File: src/design/utf8ld_pkg.sv
// Package: shared types, byte-class constants and assembly functions for the UTF-8 decoder.
`timescale 1ns / 1ps

package utf8ld_pkg;

    localparam int CP_W   = 21;
    localparam int BYTE_W = 8;

    localparam logic [7:0] ASCII_LIMIT = 8'h80;
    localparam logic [7:0] LEAD2_MASK  = 8'hE0;
    localparam logic [7:0] LEAD2_CODE  = 8'hC0;
    localparam logic [7:0] LEAD3_MASK  = 8'hF0;
    localparam logic [7:0] LEAD3_CODE  = 8'hE0;
    localparam logic [7:0] LEAD4_MASK  = 8'hF8;
    localparam logic [7:0] LEAD4_CODE  = 8'hF0;
    localparam logic [7:0] CONT_BITS   = 8'h3F;
    localparam logic [7:0] LEAD2_BITS  = 8'h1F;
    localparam logic [7:0] LEAD3_BITS  = 8'h0F;
    localparam logic [7:0] LEAD4_BITS  = 8'h07;

    localparam logic [1:0] NEED_NONE = 2'd0;
    localparam logic [1:0] NEED_ONE  = 2'd1;
    localparam logic [1:0] NEED_TWO  = 2'd2;
    localparam logic [1:0] NEED_THREE = 2'd3;

    typedef logic [CP_W-1:0]   t_cp;
    typedef logic [BYTE_W-1:0] t_byte;

    // up to three code points produced by one input word
    typedef struct packed {
        logic [1:0]    cnt;
        logic          eot;
        t_cp [2:0]     cp;
    } t_bundle;

    function automatic logic [1:0] lead_need(input t_byte b);
        logic [1:0] need;
        if (b < ASCII_LIMIT) begin
            need = NEED_NONE;
        end else if ((b & LEAD2_MASK) == LEAD2_CODE) begin
            need = NEED_ONE;
        end else if ((b & LEAD3_MASK) == LEAD3_CODE) begin
            need = NEED_TWO;
        end else if ((b & LEAD4_MASK) == LEAD4_CODE) begin
            need = NEED_THREE;
        end else begin
            need = NEED_NONE;
        end
        return need;
    endfunction

    function automatic t_cp raw_cp(input t_byte b);
        return {{(CP_W-BYTE_W){1'b0}}, b};
    endfunction

    function automatic t_cp asm2(input t_byte a, input t_byte b);
        t_byte ma;
        t_byte mb;
        ma = a & LEAD2_BITS;
        mb = b & CONT_BITS;
        return {10'b0, ma[4:0], mb[5:0]};
    endfunction

    function automatic t_cp asm3(input t_byte a, input t_byte b, input t_byte c);
        t_byte ma;
        t_byte mb;
        t_byte mc;
        ma = a & LEAD3_BITS;
        mb = b & CONT_BITS;
        mc = c & CONT_BITS;
        return {5'b0, ma[3:0], mb[5:0], mc[5:0]};
    endfunction

    function automatic t_cp asm4(input t_byte a, input t_byte b, input t_byte c,
                                 input t_byte d);
        t_byte ma;
        t_byte mb;
        t_byte mc;
        t_byte md;
        ma = a & LEAD4_BITS;
        mb = b & CONT_BITS;
        mc = c & CONT_BITS;
        md = d & CONT_BITS;
        return {ma[2:0], mb[5:0], mc[5:0], md[5:0]};
    endfunction

endpackage

File: src/design/utf8ld_core.sv
// Input register, held-sequence state and single-pass decode into a result bundle.
`timescale 1ns / 1ps

module utf8ld_core (
    input  logic               i_clk,
    input  logic               i_rst_n,
    input  logic               i_valid,
    output logic               o_ready,
    input  utf8ld_pkg::t_byte  i_byte_in,
    input  logic               i_end_of_text,
    input  logic               i_take_ok,
    output logic               o_load,
    output utf8ld_pkg::t_bundle o_bundle
);
    import utf8ld_pkg::*;

    logic        r_in_valid;
    t_byte       r_byte;
    logic        r_eot;
    t_byte       r_held [3];
    logic [1:0]  r_count;
    logic [1:0]  r_need;

    t_byte       n_held [3];
    logic [1:0]  n_count;
    logic [1:0]  n_need;

    logic [1:0]  pre_count;
    logic [1:0]  need_b;
    logic        main_valid;
    t_cp         main_cp;
    logic        flush;
    logic        advance;
    t_bundle     bundle;

    always_comb begin
        n_held     = r_held;
        pre_count  = r_count;
        n_need     = r_need;
        main_valid = 1'b0;
        main_cp    = '0;
        need_b     = lead_need(r_byte);

        if (r_count == 2'd0) begin
            if (need_b == NEED_NONE) begin
                main_valid = 1'b1;
                main_cp    = raw_cp(r_byte);
            end else begin
                n_held[0] = r_byte;
                pre_count = 2'd1;
                n_need    = need_b;
            end
        end else if (r_count == r_need) begin
            main_valid = 1'b1;
            case (r_need)
                NEED_ONE: main_cp = asm2(r_held[0], r_byte);
                NEED_TWO: main_cp = asm3(r_held[0], r_held[1], r_byte);
                default:  main_cp = asm4(r_held[0], r_held[1], r_held[2], r_byte);
            endcase
            pre_count = 2'd0;
            n_need    = NEED_NONE;
        end else begin
            n_held[r_count] = r_byte;
            pre_count       = r_count + 2'd1;
        end

        // end of text inside a sequence: lead goes out raw, rest re-decoded
        flush        = r_eot && (pre_count != 2'd0);
        bundle.eot   = r_eot;
        bundle.cp[0] = main_cp;
        bundle.cp[1] = raw_cp(n_held[1]);
        bundle.cp[2] = raw_cp(n_held[2]);
        bundle.cnt   = main_valid ? 2'd1 : 2'd0;
        n_count      = pre_count;

        if (flush) begin
            bundle.cp[0] = raw_cp(n_held[0]);
            n_count      = 2'd0;
            n_need       = NEED_NONE;
            case (pre_count)
                2'd1: bundle.cnt = 2'd1;
                2'd2: bundle.cnt = 2'd2;
                default: begin
                    if (lead_need(n_held[1]) == NEED_ONE) begin
                        bundle.cnt   = 2'd2;
                        bundle.cp[1] = asm2(n_held[1], n_held[2]);
                    end else begin
                        bundle.cnt = 2'd3;
                    end
                end
            endcase
        end
    end

    assign advance  = r_in_valid && ((bundle.cnt == 2'd0) || i_take_ok);
    assign o_load   = r_in_valid && (bundle.cnt != 2'd0) && i_take_ok;
    assign o_bundle = bundle;
    assign o_ready  = !r_in_valid || advance;

    always_ff @(posedge i_clk) begin
        if (!i_rst_n) begin
            r_in_valid <= 1'b0;
            r_count    <= 2'd0;
            r_need     <= NEED_NONE;
        end else begin
            if (o_ready) begin
                r_in_valid <= i_valid;
            end
            if (advance) begin
                r_count <= n_count;
                r_need  <= n_need;
            end
        end
    end

    always_ff @(posedge i_clk) begin
        if (o_ready && i_valid) begin
            r_byte <= i_byte_in;
            r_eot  <= i_end_of_text;
        end
        if (advance) begin
            r_held <= n_held;
        end
    end

endmodule

File: src/design/utf8ld_emit.sv
// Result register: holds one bundle and sends its code points one word per cycle while the receiver is ready.
`timescale 1ns / 1ps

module utf8ld_emit (
    input  logic                i_clk,
    input  logic                i_rst_n,
    input  logic                i_load,
    input  utf8ld_pkg::t_bundle i_bundle,
    output logic                o_take_ok,
    output logic                o_valid,
    input  logic                i_ready,
    output utf8ld_pkg::t_cp     o_code_point,
    output logic                o_last_of_run,
    output logic                o_text_done
);
    import utf8ld_pkg::*;

    t_cp [2:0]  r_cp;
    logic [1:0] r_rem;
    logic       r_eot;
    logic       shift;

    assign o_valid       = (r_rem != 2'd0);
    assign shift         = o_valid && i_ready;
    assign o_take_ok     = (r_rem == 2'd0) || ((r_rem == 2'd1) && i_ready);
    assign o_code_point  = r_cp[0];
    assign o_last_of_run = (r_rem == 2'd1);
    assign o_text_done   = (r_rem == 2'd1) && r_eot;

    always_ff @(posedge i_clk) begin
        if (!i_rst_n) begin
            r_rem <= 2'd0;
        end else if (i_load) begin
            r_rem <= i_bundle.cnt;
        end else if (shift) begin
            r_rem <= r_rem - 2'd1;
        end
    end

    always_ff @(posedge i_clk) begin
        if (i_load) begin
            r_cp  <= i_bundle.cp;
            r_eot <= i_bundle.eot;
        end else if (shift) begin
            r_cp[0] <= r_cp[1];
            r_cp[1] <= r_cp[2];
        end
    end

endmodule

File: src/design/utf8_lenient_decoder_unit.sv
// Top level of the lenient UTF-8 decoder: input stage plus result serializer.
// Path: the accepted input word is registered in the core, decoded, then registered in the result serializer.
// Throughput: one byte per cycle while the receiver is ready; a byte that ends the text inside a
// sequence yields up to 3 results, one per cycle while the receiver is ready, and input stalls while they drain.
// Reset: synchronous active-low; clears held count, pending input and results.
`timescale 1ns / 1ps

module utf8_lenient_decoder_unit (
    input  logic                i_clk,
    input  logic                i_rst_n,
    input  logic                i_valid,
    output logic                o_ready,
    input  utf8ld_pkg::t_byte   i_byte_in,
    input  logic                i_end_of_text,
    output logic                o_valid,
    input  logic                i_ready,
    output utf8ld_pkg::t_cp     o_code_point,
    output logic                o_last_of_run,
    output logic                o_text_done
);
    import utf8ld_pkg::*;

    logic    load;
    logic    take_ok;
    t_bundle bundle;

    utf8ld_core u_core (
        .i_clk         (i_clk),
        .i_rst_n       (i_rst_n),
        .i_valid       (i_valid),
        .o_ready       (o_ready),
        .i_byte_in     (i_byte_in),
        .i_end_of_text (i_end_of_text),
        .i_take_ok     (take_ok),
        .o_load        (load),
        .o_bundle      (bundle)
    );

    utf8ld_emit u_emit (
        .i_clk         (i_clk),
        .i_rst_n       (i_rst_n),
        .i_load        (load),
        .i_bundle      (bundle),
        .o_take_ok     (take_ok),
        .o_valid       (o_valid),
        .i_ready       (i_ready),
        .o_code_point  (o_code_point),
        .o_last_of_run (o_last_of_run),
        .o_text_done   (o_text_done)
    );

endmodule

File: config.mk
export PLATFORM = sky130hd
export DESIGN_NAME = utf8_lenient_decoder_unit
export DESIGN_NICKNAME = d
export VERILOG_FILES = /design/src/design/utf8ld_pkg.sv /design/src/design/utf8ld_core.sv /design/src/design/utf8ld_emit.sv /design/src/design/utf8_lenient_decoder_unit.sv
export SDC_FILE = /design/constraint.sdc
export NUM_CORES = 1
export LEC_CHECK = 0
export ABC_AREA = 1
export BUFFER_PORTS_ARGS = -buffer_cell sky130_fd_sc_hd__buf_2
export CAP_MARGIN = 20
export CORE_AREA = 2 2 97 99
export DETAILED_ROUTE_END_ITERATION = 12
export DIE_AREA = 0 0 99 101
export PLACE_DENSITY_LB_ADDON = 0.08
export SYNTH_ARGS = -nofsm -noshare
export SYNTH_HDL_FRONTEND = slang
export SYNTH_SLANG_ARGS = --single-unit
File: constraint.sdc
create_clock -name i_clk -period 8.79 [get_ports i_clk]
set_input_delay 0 -clock i_clk [delete_from_list [all_inputs] [get_ports i_clk]]
set_output_delay 0 -clock i_clk [all_outputs]
set_load 0.02 [all_outputs]
==> flow_summary.toml, run 1 <==
[route]
wl_per_cell_um = 16.0
dr.first_iter.drc_count = 115
via_per_inst = 5.14
dr.pass1.iters = 5
vias = 2871
drc_errors = 0
ant_nets = 0
routed_wl_um = 8940

[place]
place_congestion = 0.826
io_buffers = 37
hpwlAfterDp_um = 6330

[yosys]
yosys-top-cells-count = "nand2_1, edfxtp_1, inv_1"
synth_top_area_frac = 0.539
yosysMostFrequentCell = "nand2_1"
synth_cell_types = 39
syn_inst = 412
ys_seq_area_frac = 0.572
syn_area_per_cell_sq_um = 10.0
synth-edff-count = 74
async_flop_share = 0
synth_area_leaders = "edfxtp_1, nand2_1, inv_1"
synth_top_cell_by_area = "edfxtp_1"
netlist_area_sq_um = 4130
synth_fp_nets = 435
synth-warning-count = 0
synth-main-ff-cell = "edfxtp_1"
yosys_register_bits = 81

[sta]
tightest_slew_ps = 824
fmax_mhz = 233
rsz0062_at_grt = "false"
skew_ps = 10.9
setup_violations = 0
slew_headroom = 0.449
whs_ps = 124
finalCriticalPeriod_ps = 4300
hold_violations = 0
slew_viol_final = 0
final.setup.tns_ps = 0
timing.final.crit_share = 0.489

[power]
leakage_nw = 1.91
power_density_nw_per_um2 = 319
peakVddDrop_mv = 0.132

[cts]
clockBufferDepth = 2
cts_tree = "yes"
clock_latency_ps = 350
post_cts_buffers = 0
cts_root_buf = "clkbuf_8"
numCtsBuffers = 9
htreeDepth = 3
post_cts_resized = 0
holdBufCountCts = 11
clk_pin_slew_ps = 80
cts_sinks = 81

[run_status]
status = "completed"

[final_layout]
diodes = 0
drive_above_1_share = 0.194
area_delta_synth_final_pct = 11.2
final_nets = 466

[job]
maxCapViolCount = 0

[floorplan]
initial_core_util = 0.460
core_area_sq_um = 8980
num_rows = 35
ios = 38
die_y_um = 101
die_area_sq_um = 10000
die_w_um = 99

[global_routing]
grt_usage = 0.190
grtUsageMet2 = 0.315
grt_pass1_vias = 2749
grt_use_met1 = 0.251
grt_pass1_wl_um = 14200
use_met3 = 0.0437
grt_start_max_net_pins = 30
grt_busiest_layer = "met2"
grt-ovfl-total = 0
antenna_found_initial = 0

[worst_setup_path]
cp-end-kind = "register"
critPathKind = "register to register"
crit_fanout = 29
worst_ep_arrival_time_ps = 4400
critPathLaunchType = "register"
cp.required_ps = 8890

[worst_hold_path]
worstHoldPathType = "input pin to register"
==> state kept, by name, indices dropped and copies added, names as in the netlist <==
register,flops
u_core.r_in_valid,1
u_core.r_byte,8
u_core.r_held,24
u_emit.o_code_point,21
u_emit.r_rem,2
u_core.r_count,2
u_core.r_eot,1
u_emit.r_cp,19
u_emit.r_eot,1
u_core.r_need,2
==> metrics by stage <==
stage / total power, mW / cell area, sq um / cells / util / setup slack, ps
after floorplan: 1.06 / 4130 / 412 / - / 5410
after global placement: 1.16 / 4240 / 531 / 0.472 / 4630
after detailed placement: 1.17 / 4240 / 531 / 0.472 / 4490
after CTS: 1.48 / 4560 / 558 / 0.508 / 4460
after global routing: 1.56 / 4590 / 559 / 0.511 / 4100
final: 1.47 / 4590 / 559 / 0.511 / 4490
==> critical path, cell delays in order (launching register included) <==
cell     delay (ps)
dfxtp_1         350
inv_2           110
ha_1            340
inv_2           130
or2_2           340
o21ai_2         170
inv_1            90
ha_1            190
nor2_2          600
inv_2           200
nand2_4         140
nand2_4          70
nor2_4          630
inv_2           380
a21oi_1         230
nand2_1          60
==> kinds of logic after synthesis <==
kind of cell,Yosys count,synth area share
and+or+nand+nor,159,0.185
adders and majority gates,10,0.0303
DFF,81,0.572
buffers and inverters,86,0.106
AOI/OAI and AO/OA,76,0.106
==> cell usage in the layout (no fill, tap or decap), types with 4 or more instances in the layout <==
cell	instances
o21ai_1	14
nand4_1	4
nand2_4	5
ha_1	10
o21ai_0	29
inv_1	48
a22oi_1	4
dfxtp_1	7
nand2_2	5
edfxtp_1	74
a21oi_1	13
dlygate4sd3_1	11
clkbuf_8	9
nand3_1	13
inv_2	7
buf_2	37
nor2_1	18
nand2_1	99
==> report_power, final <==
group	total [mW]	switching, mW	internal [mW]
Combinational	0.545	0.386	0.159
Clock	0.296	0.136	0.161
Sequential	0.623	0.0454	0.578
==> layout make-up <==
type,instances,area (sq um)
Clock buffer,11,131
Tap cell,111,139
Fill cell,845,4390
Timing Repair Buffer,50,330
Sequential cell,81,2360
Multi-Input combinational cell,245,1340
Clock inverter,5,81.3
Inverter,56,211
==> layer usage <==
layer / vias to the layer above / share of wire
li1: 1438 / -
met1: 1358 / 0.46
met2: 68 / 0.49
met3: 7 / 0.040
met4: 0 / 0.011
met5: - / 0
==> final timing paths <==
| kind | startpoint | to | slack (ps) | cells past startpoint |
|---|---|---|---|---|
| max | u_core.r_count[0] | u_emit.o_code_point[10] | 4490 | 15 |
| min | i_ready | u_core.r_in_valid | 120 | 4 |
| max reg2reg | u_core.r_count[0] | u_emit.o_code_point[10] | 4490 | 15 |
| min reg2reg | u_core.r_eot | u_emit.r_eot | 460 | 0 |
(Power assumes the default switching activity.)
==> run 2: changes to the inputs <==
- ABC_AREA: 1 -> 0
- CORE_AREA: 2 2 97 99 -> 2 2 96 98
- DIE_AREA: 0 0 99 101 -> 0 0 98 100
- clock period: 8.79 -> 3.7 ns (I/O delays scaled with it)
==> run 2 against run 1 <==
  * Register-to-register slack lost 4000 ps
  * Sequential power rose by 96%
  * Global-route usage fell by 0.20 points
  * Non-clock buffer count grew 9
  * Critical path depth down 2
  * Via count is 9.6% lower
  * Maximum frequency is 32% higher
  * Highest routed layer unchanged
==> flow_summary.toml, run 2 <==
[final_layout]
final_nets = 381
top_register = "u_core.r_held"
fillers = 824
diodes = 0
final_common_cell = "edfxtp_1"
largest_reg_flops = 24
multi_input_area_sq_um = 1380
drive_above_1_share = 0.262
stdcell_area_sq_um = 4530
ff_latch_area_sq_um = 2360
area_delta_synth_final_pct = 12.3
most-common-layout-cells = "edfxtp_1, buf_2, nor2_1"

[cts]
numCtsBuffers = 9
holdBufCountCts = 12
post_cts_resized = 0
cts_root_buf = "clkbuf_8"
htreeDepth = 3
cts_sinks = 81
post_cts_buffers = 0
clockBufferDepth = 2
clk_pin_slew_ps = 80
cts_tree = "yes"
clock_latency_ps = 350

[sta]
finalCriticalPeriod_ps = 3260
slew_viol_final = 0
skew_ps = 14.2
setup_violations = 0
worst_slack_ps = 444
rsz0062_at_grt = "false"
timing.final.crit_share = 0.880
fmax_mhz = 307
slew_headroom = 0.527
final.setup.tns_ps = 0
hold_violations = 0
tightest_slew_ps = 695

[global_routing]
grt_pass1_vias = 2482
grt_start_max_net_pins = 35
grt-ovfl-total = 0
grt_usage = 0.188
antenna_found_initial = 0
grt_pass1_wl_um = 13800

[worst_setup_path]
worst_ep_arrival_time_ps = 3500
cpMaxStageDelayCell = "or3_1"
critPathKind = "register to register"
critPathBufInv = 4
crit_fanout = 18
cpPeakStageDelay_ps = 420
critPathTopFamily = "compound AO/OA/AOI/OAI gates"
cp.required_ps = 3950
cp-end-kind = "register"
crit_chain = "inv_1 > ha_1 > inv_2 > or3_1 > o211ai_2 > inv_1 > ha_1 > nand2b_1 > o31a_2 > a21o_1 > inv_2 > o22ai_1 > o221a_2"
critPathLaunchType = "register"

[route]
vias = 2595
drc_errors = 0
via_per_inst = 5.47
dr.first_iter.drc_count = 136
wl_per_cell_um = 18.0
routed_wl_um = 8540
ant_nets = 0
dr.pass1.iters = 5

[yosys]
yosys_register_bits = 81
synth_cell_types = 57
synth-edff-count = 74
yosys-top-cells-count = "edfxtp_1, buf_4, nor2_1"
yosysMostFrequentCell = "edfxtp_1"
synth_area_leaders = "edfxtp_1, mux2_2, buf_4"
netlist_area_sq_um = 4040
syn_inst = 320
async_flop_share = 0
synth_top_area_frac = 0.550
synth_top_cell_by_area = "edfxtp_1"
synth-warning-count = 0
syn_area_per_cell_sq_um = 12.6
synth-main-ff-cell = "edfxtp_1"
synth_fp_nets = 343
ys_seq_area_frac = 0.585

[place]
hpwlAfterDp_um = 5850
place_congestion = 0.930
place_area_sq_um = 4240
pre_cts_ws_ps = 441
io_buffers = 37

[floorplan]
initial_core_util = 0.454
die_y_um = 100
die_area_sq_um = 9800
die_w_um = 98
ios = 38
num_rows = 35
core_area_sq_um = 8890

[run_status]
status = "completed"

[power]
peakVddDrop_mv = 0.233
leakage_nw = 1.65
power_density_nw_per_um2 = 517

[worst_hold_path]
worstHoldPathType = "input pin to register"

[job]
maxCapViolCount = 0
-- run 2: changes by cell type in the layout (fill, tap and decap cells not counted), sizes merged, moves of 6 or more --
| cell | before | now |
|---|---|---|
| o31ai | 0 | 9 |
| nand2 | 109 | 18 |
| nor2b | 0 | 6 |
| and2 | 0 | 14 |
| a21oi | 13 | 3 |
| buf | 39 | 47 |
| mux2i | 0 | 8 |
| inv | 56 | 21 |
| nand3 | 15 | 1 |
| o21ai | 45 | 14 |
| mux2 | 0 | 18 |
-- run 2: tightest hold or removal path: stages --
cell     delay, ps
buf_2           80
nor2b_1        190
o31ai_1         80
a21oi_1        100
-- run 2: area by class of cell --
cell class | instances | area share
sequential | 81 | 0.521
multi-input combinational | 187 | 0.305
timing repair buffer | 59 | 0.0894
tap | 111 | 0.0306
clock buffer | 10 | 0.0282
inverter | 20 | 0.0166
clock inverter | 6 | 0.00938
-- run 2: power breakdown --
part	total (mW)	switching (mW)	internal (mW)
registers	1.22	0.0491	1.17
clock network	0.577	0.331	0.245
logic	0.548	0.356	0.192
-- run 2: cell families (layout without fill, tap and decap cells) --
logic type | after synthesis | in the layout | synth area share
fa+ha+maj | 10 | 10 | 0.0310
buf+inv | 52 | 95 | 0.0734
xor+xnor | 2 | 2 | 0.00620
flops | 81 | 81 | 0.585
mux | 26 | 26 | 0.0710
compound gates | 65 | 65 | 0.123
simple gates | 84 | 84 | 0.111
-- run 2: layer usage --
metal	up-vias	share of wire	wire (um)	GRT usage
li1	1245	-	-	-
met3	8	0.064	550	0.0446
met2	93	0.48	4100	0.289
met5	-	0	0	0
met4	0	0.012	102	0.0737
met1	1249	0.44	3790	0.259
-- run 2: final timing paths --
| path | slack [ps] | to | from | cells past startpoint |
|---|---|---|---|---|
| setup reg to reg | 440 | u_emit.r_rem[1] | u_core.r_count[1] | 13 |
| hold reg to reg | 530 | u_emit.r_cp[24] | u_emit.r_cp[45] | 2 |
| setup / recovery | 440 | u_emit.r_rem[1] | u_core.r_count[1] | 13 |
| hold / removal | 140 | u_emit.r_rem[0] | i_ready | 4 |
-- run 2: through the flow --
step           hold slack [ps]  power, mW  instances  utilization
3_5_place_dp               178       1.79        446        0.477
6_report                   137       2.34        474        0.510
2_1_floorplan             98.9       1.66        320            -
4_1_cts                    124       2.37        474        0.510
3_3_place_gp               176       1.78        446        0.477
5_1_grt                    161       2.47        474        0.510
